==> config.mk <==
export PLATFORM = sky130hd
export DESIGN_NAME = hsl_to_rgb_converter_top_flat
export DESIGN_NICKNAME = d
export VERILOG_FILES = /design/src/rtl/hsl_pkg.sv /design/src/rtl/hsl_in_if.sv /design/src/rtl/hsl_out_if.sv /design/src/rtl/hsl_pipe_ctrl.sv /design/src/rtl/hsl_frac.sv /design/src/rtl/hsl_qp.sv /design/src/rtl/hsl_chan.sv /design/src/rtl/hsl_to_rgb_converter_top.sv /design/src/flat_wrapper.sv
export SDC_FILE = /design/constraint.sdc
export NUM_CORES = 2
export LEC_CHECK = 0
export BUFFER_PORTS_ARGS = -buffer_cell sky130_fd_sc_hd__buf_2
export CAP_MARGIN = 20
export CORE_MARGIN = 2
export CORE_UTILIZATION = 25
export CTS_CLUSTER_DIAMETER = 30
export DETAILED_ROUTE_END_ITERATION = 10
export PLACE_DENSITY_LB_ADDON = 0.12
export SYNTH_ARGS = -nofsm -noshare
export SYNTH_HDL_FRONTEND = slang
export SYNTH_SLANG_ARGS = --single-unit
==> constraint.sdc <==
create_clock -name clk -period 16.7 [get_ports clk]
set_clock_uncertainty 0.1 [all_clocks]
set_input_delay 3.34 -clock clk [delete_from_list [all_inputs] [get_ports clk]]
set_output_delay 3.34 -clock clk [all_outputs]
set_load 0.02 [all_outputs]
==> src/rtl/hsl_pkg.sv <==
// Shared widths, constants and types for the HSL to RGB pipeline.
`timescale 1ns / 1ps
package hsl_pkg;

	// Field widths
	localparam int HUE_W = 9;
	localparam int PCT_W = 7;
	localparam int LVL_W = 8;

	// Input ranges and output ceiling
	localparam int HUE_MAX = 360;
	localparam int PCT_MAX = 100;
	localparam int LVL_MAX = 255;

	// Pipeline depth, one enable per stage
	localparam int NUM_STAGES = 8;
	typedef logic [NUM_STAGES:1] stage_en_t;

	// Remainder products and their reciprocal divides (exact for these ranges)
	localparam int HUE_Y_W    = 17;
	localparam int HUE_RCP_SH = 26;
	localparam int HUE_RCP_W  = 18;
	localparam int HUE_RCP_M  = ((1 << HUE_RCP_SH) + HUE_MAX - 1) / HUE_MAX;
	localparam int PCT_Y_W    = 14;
	localparam int PCT_RCP_SH = 21;
	localparam int PCT_RCP_W  = 15;
	localparam int PCT_RCP_M  = ((1 << PCT_RCP_SH) + PCT_MAX - 1) / PCT_MAX;

	// Segment of the piecewise hue function
	typedef enum logic [1:0] {
		SEG_RISE,
		SEG_TOP,
		SEG_FALL,
		SEG_BASE
	} seg_t;

endpackage

==> src/rtl/hsl_in_if.sv <==
// Input channel: one HSL color per transfer.
`timescale 1ns / 1ps
interface hsl_in_if;
	logic                        valid;
	logic                        ready;
	logic [hsl_pkg::HUE_W-1:0]   hue_degrees;
	logic [hsl_pkg::PCT_W-1:0]   saturation_pct;
	logic [hsl_pkg::PCT_W-1:0]   lightness_pct;

	modport source (output valid, hue_degrees, saturation_pct, lightness_pct, input ready);
	modport sink (input valid, hue_degrees, saturation_pct, lightness_pct, output ready);
endinterface

==> src/rtl/hsl_out_if.sv <==
// Output channel: one RGB color per transfer.
`timescale 1ns / 1ps
interface hsl_out_if;
	logic                        valid;
	logic                        ready;
	logic [hsl_pkg::LVL_W-1:0]   red_level;
	logic [hsl_pkg::LVL_W-1:0]   green_level;
	logic [hsl_pkg::LVL_W-1:0]   blue_level;

	modport source (output valid, red_level, green_level, blue_level, input ready);
	modport sink (input valid, red_level, green_level, blue_level, output ready);
endinterface

==> src/rtl/hsl_pipe_ctrl.sv <==
// Valid bits and per-stage enables of the conversion pipeline.
`timescale 1ns / 1ps
module hsl_pipe_ctrl (
	input  logic                  clk,
	input  logic                  arst_n,
	input  logic                  in_valid,
	input  logic                  out_ready,
	output hsl_pkg::stage_en_t    en,
	output logic                  out_valid
);

	logic [hsl_pkg::NUM_STAGES:1] vld_q;
	logic [hsl_pkg::NUM_STAGES:1] vld_d;

	// A stage moves when it is empty or the next one moves
	always_comb begin
		en[hsl_pkg::NUM_STAGES] = !vld_q[hsl_pkg::NUM_STAGES] || out_ready;
		for (int k = hsl_pkg::NUM_STAGES - 1; k >= 1; k--) begin
			en[k] = !vld_q[k] || en[k + 1];
		end
	end

	always_comb begin
		vld_d[1] = en[1] ? in_valid : vld_q[1];
		for (int k = 2; k <= hsl_pkg::NUM_STAGES; k++) begin
			vld_d[k] = en[k] ? vld_q[k - 1] : vld_q[k];
		end
	end

	always_ff @(posedge clk or negedge arst_n) begin
		if (!arst_n) begin
			vld_q <= '0;
		end else begin
			vld_q <= vld_d;
		end
	end

	assign out_valid = vld_q[hsl_pkg::NUM_STAGES];

endmodule

==> src/rtl/hsl_frac.sv <==
// Stages 1-2: clamp inputs and scale them to fixed-point fractions of one.
`timescale 1ns / 1ps
module hsl_frac #(
	parameter int FRAC_BITS = 16
) (
	input  logic                         clk,
	input  hsl_pkg::stage_en_t           en,
	input  logic [hsl_pkg::HUE_W-1:0]    hue_degrees,
	input  logic [hsl_pkg::PCT_W-1:0]    saturation_pct,
	input  logic [hsl_pkg::PCT_W-1:0]    lightness_pct,
	output logic [FRAC_BITS:0]           h_s2,
	output logic [FRAC_BITS:0]           s_s2,
	output logic [FRAC_BITS:0]           l_s2
);

	localparam int FW    = FRAC_BITS + 1;
	localparam int ONE   = 1 << FRAC_BITS;
	localparam int HUE_A = ONE / hsl_pkg::HUE_MAX;
	localparam int HUE_B = ONE % hsl_pkg::HUE_MAX;
	localparam int PCT_A = ONE / hsl_pkg::PCT_MAX;
	localparam int PCT_B = ONE % hsl_pkg::PCT_MAX;
	localparam int HUE_P_W = hsl_pkg::HUE_Y_W + hsl_pkg::HUE_RCP_W;
	localparam int PCT_P_W = hsl_pkg::PCT_Y_W + hsl_pkg::PCT_RCP_W;

	logic [hsl_pkg::HUE_W-1:0]   hue_c;
	logic [hsl_pkg::PCT_W-1:0]   sat_c;
	logic [hsl_pkg::PCT_W-1:0]   lig_c;

	logic [FW-1:0]               hxa_s1, sxa_s1, lxa_s1;
	logic [hsl_pkg::HUE_Y_W-1:0] hy_s1;
	logic [hsl_pkg::PCT_Y_W-1:0] sy_s1, ly_s1;

	logic [HUE_P_W-1:0]          hq;
	logic [PCT_P_W-1:0]          sq, lq;

	assign hue_c = (hue_degrees > hsl_pkg::HUE_W'(hsl_pkg::HUE_MAX)) ?
		hsl_pkg::HUE_W'(hsl_pkg::HUE_MAX) : hue_degrees;
	assign sat_c = (saturation_pct > hsl_pkg::PCT_W'(hsl_pkg::PCT_MAX)) ?
		hsl_pkg::PCT_W'(hsl_pkg::PCT_MAX) : saturation_pct;
	assign lig_c = (lightness_pct > hsl_pkg::PCT_W'(hsl_pkg::PCT_MAX)) ?
		hsl_pkg::PCT_W'(hsl_pkg::PCT_MAX) : lightness_pct;

	// x*ONE/d = x*floor(ONE/d) + floor(x*(ONE mod d)/d)
	always_ff @(posedge clk) begin
		if (en[1]) begin
			hxa_s1 <= FW'(hue_c) * FW'(HUE_A);
			sxa_s1 <= FW'(sat_c) * FW'(PCT_A);
			lxa_s1 <= FW'(lig_c) * FW'(PCT_A);
			hy_s1  <= hsl_pkg::HUE_Y_W'(hue_c) * hsl_pkg::HUE_Y_W'(HUE_B);
			sy_s1  <= hsl_pkg::PCT_Y_W'(sat_c) * hsl_pkg::PCT_Y_W'(PCT_B);
			ly_s1  <= hsl_pkg::PCT_Y_W'(lig_c) * hsl_pkg::PCT_Y_W'(PCT_B);
		end
	end

	// Remainder divide by reciprocal multiply
	assign hq = HUE_P_W'(hy_s1) * HUE_P_W'(hsl_pkg::HUE_RCP_M);
	assign sq = PCT_P_W'(sy_s1) * PCT_P_W'(hsl_pkg::PCT_RCP_M);
	assign lq = PCT_P_W'(ly_s1) * PCT_P_W'(hsl_pkg::PCT_RCP_M);

	always_ff @(posedge clk) begin
		if (en[2]) begin
			h_s2 <= hxa_s1 + FW'(hq[HUE_P_W-1:hsl_pkg::HUE_RCP_SH]);
			s_s2 <= sxa_s1 + FW'(sq[PCT_P_W-1:hsl_pkg::PCT_RCP_SH]);
			l_s2 <= lxa_s1 + FW'(lq[PCT_P_W-1:hsl_pkg::PCT_RCP_SH]);
		end
	end

endmodule

==> src/rtl/hsl_qp.sv <==
// Stages 3-6: q and p from lightness and saturation, and their span.
`timescale 1ns / 1ps
module hsl_qp #(
	parameter int FRAC_BITS = 16
) (
	input  logic                   clk,
	input  hsl_pkg::stage_en_t     en,
	input  logic [FRAC_BITS:0]     s_s2,
	input  logic [FRAC_BITS:0]     l_s2,
	output logic [FRAC_BITS+1:0]   span_s5,
	output logic [FRAC_BITS+1:0]   p_s6,
	output logic [FRAC_BITS+1:0]   q_s6
);

	localparam int FW   = FRAC_BITS + 1;
	localparam int QW   = FRAC_BITS + 2;
	localparam int SW   = FRAC_BITS + 3;
	localparam int PW   = 2 * FW;
	localparam int HALF = (1 << FRAC_BITS) / 2;

	logic [PW-1:0]        ls_prod;
	logic [FW-1:0]        ls_s3, l_s3, s_s3, l_s4;
	logic [QW-1:0]        qraw_s4;
	logic signed [SW-1:0] praw;
	logic [QW-1:0]        p_c, q_c;
	logic [QW-1:0]        p_s5, q_s5;

	assign ls_prod = PW'(l_s2) * PW'(s_s2);

	always_ff @(posedge clk) begin
		if (en[3]) begin
			ls_s3 <= ls_prod[PW-2:FRAC_BITS];
			l_s3  <= l_s2;
			s_s3  <= s_s2;
		end
	end

	always_ff @(posedge clk) begin
		if (en[4]) begin
			if (l_s3 < FW'(HALF)) begin
				qraw_s4 <= QW'(l_s3) + QW'(ls_s3);
			end else begin
				qraw_s4 <= QW'(l_s3) + QW'(s_s3) - QW'(ls_s3);
			end
			l_s4 <= l_s3;
		end
	end

	// p = 2l - q, floored at zero; q never below p
	assign praw = $signed(SW'(l_s4) << 1) - $signed(SW'(qraw_s4));
	assign p_c  = praw[SW-1] ? '0 : praw[QW-1:0];
	assign q_c  = (qraw_s4 < p_c) ? p_c : qraw_s4;

	always_ff @(posedge clk) begin
		if (en[5]) begin
			p_s5    <= p_c;
			q_s5    <= q_c;
			span_s5 <= q_c - p_c;
		end
	end

	always_ff @(posedge clk) begin
		if (en[6]) begin
			p_s6 <= p_s5;
			q_s6 <= q_s5;
		end
	end

endmodule

==> src/rtl/hsl_chan.sv <==
// Stages 3-8 of one color channel: hue offset, segment, scale and level.
`timescale 1ns / 1ps
module hsl_chan #(
	parameter int FRAC_BITS = 16,
	parameter int HUE_DIR   = 0
) (
	input  logic                          clk,
	input  hsl_pkg::stage_en_t            en,
	input  logic [FRAC_BITS:0]            h_s2,
	input  logic [FRAC_BITS+1:0]          span_s5,
	input  logic [FRAC_BITS+1:0]          p_s6,
	input  logic [FRAC_BITS+1:0]          q_s6,
	output logic [hsl_pkg::LVL_W-1:0]     lvl_s8
);

	localparam int FW     = FRAC_BITS + 1;
	localparam int VW     = FRAC_BITS + 2;
	localparam int TW     = FRAC_BITS + 3;
	localparam int XW     = FRAC_BITS + 4;
	localparam int PW     = VW + FW;
	localparam int LW     = FRAC_BITS + 10;
	localparam int ONE    = 1 << FRAC_BITS;
	localparam int THIRD  = ONE / 3;
	localparam int THIRD2 = (2 * ONE) / 3;
	localparam logic signed [TW-1:0] T_OFS = TW'(HUE_DIR * THIRD);
	localparam logic signed [TW-1:0] T_ONE = TW'(ONE);

	logic signed [TW-1:0]       t_raw, t_wrap;
	logic [FW-1:0]              t_s3;
	logic [XW-1:0]              t2, t3, t6, d, d6;
	hsl_pkg::seg_t              seg_c, seg_s4, seg_s5, seg_s6;
	logic [FW-1:0]              fac_s4, fac_s5;
	logic [PW-1:0]              prod;
	logic [VW-1:0]              prod_s6;
	logic [VW-1:0]              v_c, v_s7;
	logic [LW-1:0]              scaled;
	logic [LW-FRAC_BITS-1:0]    lvl_c;

	// Offset hue, wrapped into 0..ONE
	assign t_raw = $signed({2'b00, h_s2}) + T_OFS;
	always_comb begin
		t_wrap = t_raw;
		if (t_raw < 0) begin
			t_wrap = t_raw + T_ONE;
		end else if (t_raw > T_ONE) begin
			t_wrap = t_raw - T_ONE;
		end
	end

	always_ff @(posedge clk) begin
		if (en[3]) begin
			t_s3 <= t_wrap[FW-1:0];
		end
	end

	assign t2 = XW'(t_s3) << 1;
	assign t3 = t2 + XW'(t_s3);
	assign t6 = t3 << 1;
	assign d  = XW'(THIRD2) - XW'(t_s3);
	assign d6 = (d << 2) + (d << 1);

	always_comb begin
		if (t6 < XW'(ONE)) begin
			seg_c = hsl_pkg::SEG_RISE;
		end else if (t2 < XW'(ONE)) begin
			seg_c = hsl_pkg::SEG_TOP;
		end else if (t3 < XW'(2 * ONE)) begin
			seg_c = hsl_pkg::SEG_FALL;
		end else begin
			seg_c = hsl_pkg::SEG_BASE;
		end
	end

	always_ff @(posedge clk) begin
		if (en[4]) begin
			seg_s4 <= seg_c;
			fac_s4 <= (seg_c == hsl_pkg::SEG_RISE) ? t6[FW-1:0] : d6[FW-1:0];
		end
	end

	always_ff @(posedge clk) begin
		if (en[5]) begin
			seg_s5 <= seg_s4;
			fac_s5 <= fac_s4;
		end
	end

	assign prod = PW'(span_s5) * PW'(fac_s5);

	always_ff @(posedge clk) begin
		if (en[6]) begin
			seg_s6  <= seg_s5;
			prod_s6 <= prod[FRAC_BITS+VW-1:FRAC_BITS];
		end
	end

	always_comb begin
		case (seg_s6)
			hsl_pkg::SEG_RISE: v_c = p_s6 + prod_s6;
			hsl_pkg::SEG_FALL: v_c = p_s6 + prod_s6;
			hsl_pkg::SEG_TOP:  v_c = q_s6;
			default:           v_c = p_s6;
		endcase
	end

	always_ff @(posedge clk) begin
		if (en[7]) begin
			v_s7 <= v_c;
		end
	end

	// v * 255 / ONE, saturated
	assign scaled = (LW'(v_s7) << 8) - LW'(v_s7);
	assign lvl_c  = scaled[LW-1:FRAC_BITS];

	always_ff @(posedge clk) begin
		if (en[8]) begin
			lvl_s8 <= (lvl_c > (LW - FRAC_BITS)'(hsl_pkg::LVL_MAX)) ?
				hsl_pkg::LVL_W'(hsl_pkg::LVL_MAX) : lvl_c[hsl_pkg::LVL_W-1:0];
		end
	end

endmodule

==> src/rtl/hsl_to_rgb_converter_top.sv <==
// Top level of the HSL to RGB color converter.
`timescale 1ns / 1ps
// Converts one HSL color (hue 0..360 degrees, saturation and lightness 0..100
// percent; larger codes clamp to the top of range) into 8-bit red, green and
// blue levels, truncated toward zero, using unsigned fixed point with
// FRAC_BITS fractional bits. Throughput is one color per clock when rgb does
// not stall the output. The result passes through the eight register stages
// of the pipeline (scale, divide, l*s product, q, p and span, span*slope
// product, channel value, 255 scaling); the first stage loads at the input
// transfer edge itself. Each stage holds its own valid bit and moves whenever
// it is empty or the stage after it moves, so bubbles close up and new colors
// are still taken while a finished result waits on rgb, as long as a stage is
// empty. hsl.ready is a combinational function of rgb.ready and the stage
// valid bits. There is no configuration and no state beyond the pipeline
// itself.
module hsl_to_rgb_converter_top #(
	parameter int FRAC_BITS = 16
) (
	input  logic              clk,
	input  logic              arst_n,
	hsl_in_if.sink            hsl,
	hsl_out_if.source         rgb
);

	localparam int FW = FRAC_BITS + 1;
	localparam int VW = FRAC_BITS + 2;

	hsl_pkg::stage_en_t en;

	// Fractions of one after stage 2
	logic [FW-1:0] h_s2, s_s2, l_s2;

	// Shared q/p results feeding all three channels
	logic [VW-1:0] span_s5, p_s6, q_s6;

	hsl_pipe_ctrl u_ctrl (
		.clk       (clk),
		.arst_n    (arst_n),
		.in_valid  (hsl.valid),
		.out_ready (rgb.ready),
		.en        (en),
		.out_valid (rgb.valid)
	);

	// Transfer is taken whenever the first stage can move
	assign hsl.ready = en[1];

	hsl_frac #(.FRAC_BITS(FRAC_BITS)) u_frac (
		.clk            (clk),
		.en             (en),
		.hue_degrees    (hsl.hue_degrees),
		.saturation_pct (hsl.saturation_pct),
		.lightness_pct  (hsl.lightness_pct),
		.h_s2           (h_s2),
		.s_s2           (s_s2),
		.l_s2           (l_s2)
	);

	hsl_qp #(.FRAC_BITS(FRAC_BITS)) u_qp (
		.clk     (clk),
		.en      (en),
		.s_s2    (s_s2),
		.l_s2    (l_s2),
		.span_s5 (span_s5),
		.p_s6    (p_s6),
		.q_s6    (q_s6)
	);

	// Red at h + 1/3, green at h, blue at h - 1/3.
	// Zero saturation needs no separate path: q = p = l gives gray.
	hsl_chan #(.FRAC_BITS(FRAC_BITS), .HUE_DIR(1)) u_red (
		.clk     (clk),
		.en      (en),
		.h_s2    (h_s2),
		.span_s5 (span_s5),
		.p_s6    (p_s6),
		.q_s6    (q_s6),
		.lvl_s8  (rgb.red_level)
	);

	hsl_chan #(.FRAC_BITS(FRAC_BITS), .HUE_DIR(0)) u_green (
		.clk     (clk),
		.en      (en),
		.h_s2    (h_s2),
		.span_s5 (span_s5),
		.p_s6    (p_s6),
		.q_s6    (q_s6),
		.lvl_s8  (rgb.green_level)
	);

	hsl_chan #(.FRAC_BITS(FRAC_BITS), .HUE_DIR(-1)) u_blue (
		.clk     (clk),
		.en      (en),
		.h_s2    (h_s2),
		.span_s5 (span_s5),
		.p_s6    (p_s6),
		.q_s6    (q_s6),
		.lvl_s8  (rgb.blue_level)
	);

endmodule

==> src/flat_wrapper.sv <==
// flat-port wrapper written by rule: the top's interface ports become plain ports
module hsl_to_rgb_converter_top_flat 
#(
	parameter int FRAC_BITS = 16
)
  (clk, arst_n, hsl_valid, hsl_hue_degrees, hsl_saturation_pct, hsl_lightness_pct, hsl_ready, rgb_valid, rgb_red_level, rgb_green_level, rgb_blue_level, rgb_ready);
  hsl_in_if hsl_i ();
  hsl_out_if rgb_i ();
  input  logic clk;
  input  logic arst_n;
  input wire logic [$bits(hsl_i.valid)-1:0] hsl_valid;
  input wire logic [$bits(hsl_i.hue_degrees)-1:0] hsl_hue_degrees;
  input wire logic [$bits(hsl_i.saturation_pct)-1:0] hsl_saturation_pct;
  input wire logic [$bits(hsl_i.lightness_pct)-1:0] hsl_lightness_pct;
  output wire logic [$bits(hsl_i.ready)-1:0] hsl_ready;
  output wire logic [$bits(rgb_i.valid)-1:0] rgb_valid;
  output wire logic [$bits(rgb_i.red_level)-1:0] rgb_red_level;
  output wire logic [$bits(rgb_i.green_level)-1:0] rgb_green_level;
  output wire logic [$bits(rgb_i.blue_level)-1:0] rgb_blue_level;
  input wire logic [$bits(rgb_i.ready)-1:0] rgb_ready;
  assign hsl_i.valid = hsl_valid;
  assign hsl_i.hue_degrees = hsl_hue_degrees;
  assign hsl_i.saturation_pct = hsl_saturation_pct;
  assign hsl_i.lightness_pct = hsl_lightness_pct;
  assign hsl_ready = hsl_i.ready;
  assign rgb_valid = rgb_i.valid;
  assign rgb_red_level = rgb_i.red_level;
  assign rgb_green_level = rgb_i.green_level;
  assign rgb_blue_level = rgb_i.blue_level;
  assign rgb_i.ready = rgb_ready;
  hsl_to_rgb_converter_top #(.FRAC_BITS(FRAC_BITS)) u_core (.clk(clk), .arst_n(arst_n), .hsl(hsl_i), .rgb(rgb_i));
endmodule
Word level (Yosys, flattened, before mapping). Index checks and enable logic that the tools add are counted.

Add/sub/neg operators: 31. Multipliers: 12. Div/mod/pow operators: 0. $lt $le $gt $ge: 23. Eq/ne operators: 6. Shift-type cells: 0. Muxes and demuxes: 27. Bitwise operators: 0. Reduce and logical (&&, ||, !) cells: 25.

Operator list (count): 17-bit 2-to-1 mux (9); 18-bit one-hot mux with 2 select lines (3); 18-bit by 17-bit multiplier with 34-bit output (3); 26-bit by 18-bit subtractor with 26-bit output (3); 20-bit by 17-bit less-than comparator with 1-bit output, second input constant (3); 18-bit by 17-bit adder with 19-bit output (3); 19-bit by 18-bit less-than comparator with 1-bit output, second input constant (3); 18-bit adder (3); 18-bit by 17-bit less-than comparator with 1-bit output, second input constant (3); 18-bit 2-to-1 mux (3); 17-bit adder (3); 17-bit adder, second input constant (3); 17-bit subtractor, second input constant (3); 11-bit by 13-bit multiplier with 24-bit output, second input constant (2); 16-bit subtractor, first input constant (3); 17-bit by 17-bit adder with 18-bit output (2); 17-bit by 7-bit adder with 17-bit output (2); 7-bit by 10-bit multiplier with 17-bit output, second input constant (2); 17-bit by 17-bit multiplier with 33-bit output (1); 10-bit by 8-bit > comparator with 1-bit output, second input constant (3); 9-bit by 17-bit multiplier with 26-bit output, second input constant (1); 7-bit by 4-bit multiplier with 11-bit output, second input constant (2); 18-bit by 16-bit adder with 19-bit output, second input constant (1); 19-bit by 18-bit > comparator with 1-bit output, second input constant (1); 25 further kinds (59).

Bits in registers: 619. Latch bits: 0. Bits in writable memories: 0. Bits in read-only memories: 0. Input bits: 27. Output and inout bits: 26. Word-level logic and storage cells: 181. Memories kept: 0.

Depth between registers and ports, before layout.
Word-level depth: 9. Depth in mapped cells: 35. Gate-level depth less buffers: 34.

By module. Synthesis repeated with hierarchy kept, for this count alone.

Cells, all modules: 8468. Area, all modules: 83756.6 um2.

Modules (own cells, without submodules): hsl_qp (instances 1, cells each 1860, area an instance 18774.3 um2, sequential area each 5285.1 um2); hsl_frac (instances 1, cells each 1503, area an instance 16368.2 um2, sequential area each 3873.7 um2); hsl_chan (u_core.u_red) (instances 1, cells each 1730, area an instance 16316.9 um2, sequential area each 2972.9 um2); hsl_chan (u_core.u_blue) (instances 1, cells each 1706, area an instance 16208.0 um2, sequential area each 2972.9 um2); hsl_chan (u_core.u_green) (instances 1, cells each 1641, area an instance 15750.1 um2, sequential area each 2972.9 um2); hsl_pipe_ctrl (instances 1, cells each 28, area an instance 339.1 um2, sequential area each 200.2 um2).

Worst setup path before layout. No wires, ideal clock.

Path type: input to output. Start point: in rgb_ready. End point: out hsl_ready. Arrival: 8.671 ns. Slack: 4.589 ns. Stages: 6. Buffers on the path: 0. Cell sequence: nor2b_1 and2_1 and3_1 nand3_1 inv_1 nand3_1.

Longest elaborated chain between the ends: 8.

Ends and longest elaborated chain: start, declared (RTL line flat_wrapper.sv:20) `input wire logic [$bits(rgb_i.ready)-1:0] rgb_ready;`; 1-bit logical OR (RTL line hsl_pipe_ctrl.sv:17) `en[hsl_pkg::NUM_STAGES] = !vld_q[hsl_pkg::NUM_STAGES] || out_ready;`; 1-bit logical OR (5 in a row) (RTL line hsl_pipe_ctrl.sv:19) `en[k] = !vld_q[k] || en[k + 1];`; named net u_core.en[2] (RTL line hsl_to_rgb_converter_top.sv:28) `hsl_pkg::stage_en_t en;`; 1-bit logical OR (2 in a row) (RTL line hsl_pipe_ctrl.sv:19); end, declared (RTL line flat_wrapper.sv:15) `output wire logic [$bits(hsl_i.ready)-1:0] hsl_ready;`.

The timed path passes the listed nets, and every way through them passes these cells.

Worst setup path in the final report. Same ends and word-level chain as after synthesis.

==> reports/qor.yml <==
regToRegStartpoint: "u_core.u_qp.qraw_s4[2]"
cts_tree: "yes"
report.final.slew_viol_count: 0
timing.max_slew.rel_slack: 0.237
synthFlopType: "sky130_fd_sc_hd__edfxtp_1"
post_synth_main_area_contributors: "sky130_fd_sc_hd__fa_1 (26%), sky130_fd_sc_hd__edfxtp_1 (22%), sky130_fd_sc_hd__ha_1 (18%)"
start_util: 0.251
synth-async-reset-ratio: 0.0132
design.final.nets: 10600
timing.critical_path.required_ns: 13.26
i_o_buffers: 52
synth_edf_count: 599
number_of_detailed_route_iterations_in_the_first_pass: 6
num_rows: 210
cp_cell_sequence: "buf_2, nor2b_1, and2_1, and3_1, nand3_4, buf_4, inv_1, nand3_4, buf_2"
syn_avg_cell_area_um2: 9.88
post_route_cells_drive_above_1_share: 0.0615
synth.yosys.warnings: 0
wirelength_routed_mm: 228
worstSkewPairLatency_ns: 0.82
grt_util_all_layers: 0.139
post_cts_setup_buffer_count: 0
final.hold.worst_slack_ns: 0.307
crit_arrival_ns: 5.74
timing.max_cap.violations: 0
timing.critical_path.fanout_max: 52
clk_path_buf_depth: 4
wire_per_inst_um: 17.7
dieHeight_um: 577
report.final.hold_viol_count: 0
synth_top_cell_area_share: 0.260
worstSetupPathType: "in2out"
antenna_found_initial: 13
run_status: "complete, no violations"
synth-seq-cells: 607
setup_tns_ns: 0
achievable-frequency_mhz: 109
r2r_slack_ns: 8.20
finalCriticalPeriod_ns: 9.18
fin_crit_sh: 0.550
cts-resized-gates: 0
layout-area-overhead-vs-synth_pct: 14.8
finalSetupViolCount: 0
net_count_after_synthesis: 10600
grt.overflow.total: 0
worst_setup_path_start_kind: "input port"
floorplan.core_area_mm2: 0.327
clockRootBuffer: "sky130_fd_sc_hd__clkbuf_16"
worst_hold_startpoint: "u_core.u_qp.q_s5[16]"
timing.critical_path.to_type: "output pin"
mappedNetlistArea_mm2: 0.0820
ys_seq_area_frac: 0.222
grt_start_max_net_pins: 71
die_w_um: 577
grt_setup_unrepaired: "false"
synth_largest_area_cell: "sky130_fd_sc_hd__fa_1"
drt-vias-per-instance: 4.31
cts_inserted_buffers: 190
clock_sink_count: 607
ioPinCount: 53
cpMaxStageDelayCell: "sky130_fd_sc_hd__and3_1"
postSynthCellCount: 8301
detail-route-antenna-nets: 0
die_area_mm2: 0.333
dr.first_iter.drc_count: 2373
place.gp.congestion: 0.785
synth_cell_types: 93
worst_setup_path_startpoint: "rgb_ready"
max_stage_delay_ns: 0.40
fillCellCount: 34400
first_global_vias: 60500
cts_max_level: 4
tightest_slew_ns: 1.14
vias: 55500
worst_hold_path_class: "reg2reg"
place_area_mm2: 0.0875
hold_buffers: 0
drc: 0
clk_pin_slew_worst_paths_ns: 0.05
dp_hpwl_mm: 177
layout.cell_area.non_filler_mm2: 0.0941
wire_length_of_the_first_global_routing_pass_mm: 359
cell usage in the layout (no fill, tap or decap), types with 13 or more instances in the layout:
master	instances
sky130_fd_sc_hd__a211oi_1	19
sky130_fd_sc_hd__a21boi_0	13
sky130_fd_sc_hd__a21o_1	133
sky130_fd_sc_hd__a21oi_1	343
sky130_fd_sc_hd__a31oi_1	25
sky130_fd_sc_hd__and2_1	403
sky130_fd_sc_hd__and3_1	38
sky130_fd_sc_hd__buf_2	52
sky130_fd_sc_hd__buf_4	99
sky130_fd_sc_hd__bufinv_16	37
sky130_fd_sc_hd__clkbuf_1	21
sky130_fd_sc_hd__clkbuf_16	190
sky130_fd_sc_hd__clkinv_1	21
sky130_fd_sc_hd__clkinv_2	28
sky130_fd_sc_hd__clkinvlp_4	20
sky130_fd_sc_hd__edfxtp_1	599
sky130_fd_sc_hd__fa_1	1065
sky130_fd_sc_hd__ha_1	1172
sky130_fd_sc_hd__inv_1	1669
sky130_fd_sc_hd__mux2i_1	65
sky130_fd_sc_hd__nand2_1	923
sky130_fd_sc_hd__nand2b_1	52
sky130_fd_sc_hd__nand3_1	59
sky130_fd_sc_hd__nand4_1	25
sky130_fd_sc_hd__nor2_1	291
sky130_fd_sc_hd__nor2b_1	61
sky130_fd_sc_hd__nor3_1	71
sky130_fd_sc_hd__nor4_1	13
sky130_fd_sc_hd__o211ai_1	18
sky130_fd_sc_hd__o21a_1	60
sky130_fd_sc_hd__o21ai_0	146
sky130_fd_sc_hd__o21ai_1	23
sky130_fd_sc_hd__o21bai_1	58
sky130_fd_sc_hd__o31ai_1	14
sky130_fd_sc_hd__or2_2	19
sky130_fd_sc_hd__or3_1	23
sky130_fd_sc_hd__xnor2_1	291
sky130_fd_sc_hd__xor2_1	127
through the flow:
| step | setup WS [ns] | std cells | utilization |
|---|---|---|---|
| 2_1_floorplan | 4.59 | 8301 | - |
| 3_3_place_gp | 7.47 | 12500 | 0.268 |
| 3_5_place_dp | 7.45 | 12500 | 0.268 |
| 4_1_cts | 7.44 | 12900 | 0.288 |
| 5_1_grt | 7.31 | 12900 | 0.288 |
| 6_report | 7.52 | 12900 | 0.288 |
logic make-up (layout without fill, tap and decap cells):
| family | Yosys count | in the layout | share of synthesized area |
|---|---|---|---|
| adders and majority gates | 2237 | 2237 | 0.439 |
| and+or+nand+nor | 2038 | 2038 | 0.118 |
| buffers and inverters | 1935 | 2166 | 0.0891 |
| AOI/OAI and AO/OA | 986 | 986 | 0.0773 |
| DFF | 607 | 607 | 0.222 |
| xor gates and xnor gates | 421 | 421 | 0.0455 |
| muxes | 77 | 77 | 0.00958 |
| other | 0 | 3 | 0 |
final timing paths:
check	end	cells after the start
max	hsl_ready	9
max reg2reg	u_core.u_qp.span_s5[17]	32
min reg2reg	u_core.u_qp.q_s6[16]	0
min	u_core.u_qp.q_s6[16]	0
min in group asynchronous	u_core.u_ctrl.vld_q[2]	1
max in group asynchronous	u_core.u_ctrl.vld_q[3]	1
cell usage after synthesis, types with 8 or more instances:
cell type / number
sky130_fd_sc_hd__a211o_1: 10
sky130_fd_sc_hd__o41ai_1: 9
sky130_fd_sc_hd__a41oi_1: 12
sky130_fd_sc_hd__o21ai_1: 23
sky130_fd_sc_hd__o211ai_1: 18
sky130_fd_sc_hd__nand3b_1: 10
sky130_fd_sc_hd__dfrtp_1: 8
sky130_fd_sc_hd__edfxtp_1: 599
sky130_fd_sc_hd__ha_1: 1172
sky130_fd_sc_hd__nor2_1: 292
sky130_fd_sc_hd__a211oi_1: 19
sky130_fd_sc_hd__mux2_2: 12
sky130_fd_sc_hd__xnor2_1: 291
sky130_fd_sc_hd__o31a_1: 8
sky130_fd_sc_hd__nor4_1: 13
sky130_fd_sc_hd__and2_1: 403
sky130_fd_sc_hd__o221ai_1: 8
sky130_fd_sc_hd__a31oi_1: 26
sky130_fd_sc_hd__a21oi_1: 343
sky130_fd_sc_hd__nand2_1: 926
sky130_fd_sc_hd__fa_1: 1065
sky130_fd_sc_hd__nor2b_1: 61
sky130_fd_sc_hd__nor3_1: 71
sky130_fd_sc_hd__or4_1: 8
sky130_fd_sc_hd__inv_1: 1671
sky130_fd_sc_hd__or2_2: 19
sky130_fd_sc_hd__mux2i_1: 65
sky130_fd_sc_hd__xor2_1: 127
sky130_fd_sc_hd__a21boi_0: 13
sky130_fd_sc_hd__clkbuf_1: 249
sky130_fd_sc_hd__o21a_1: 60
sky130_fd_sc_hd__nand4_1: 25
sky130_fd_sc_hd__o21bai_1: 58
sky130_fd_sc_hd__nand3_1: 61
sky130_fd_sc_hd__nand2b_1: 52
sky130_fd_sc_hd__o21ai_0: 146
sky130_fd_sc_hd__or3_1: 23
sky130_fd_sc_hd__and3_1: 38
sky130_fd_sc_hd__a21o_1: 133
sky130_fd_sc_hd__o31ai_1: 14
final cells by class:
| type | count | area [um^2] | area share |
|---|---|---|---|
| Sequential cell | 607 | 18200 | 0.193 |
| Clock buffer | 213 | 4860 | 0.0517 |
| Multi-Input combinational cell | 5759 | 56500 | 0.601 |
| Clock inverter | 126 | 1690 | 0.0180 |
| Timing Repair Buffer | 155 | 1090 | 0.0116 |
| Inverter | 1672 | 6280 | 0.0667 |
| Antenna cell | 3 | 7.51 | 0.0000798 |
| Tap cell | 4346 | 5440 | 0.0578 |
metal layers:
metal,track usage,vias up,share of wire
met5,0,-,0
met4,0.0323,0,0.020
met3,0.0167,250,0.031
met2,0.223,749,0.45
met1,0.199,27700,0.50
li1,-,26800,-
critical path, delay by kind of cell:
family,cells,cell delay [ns]
AND/OR/NAND/NOR,5,1.41
buffers and inverters,4,0.96
Power is left out: the tool's default activity adds up to more than one toggle a clock period on the data nets, which glitch-free logic cannot reach.
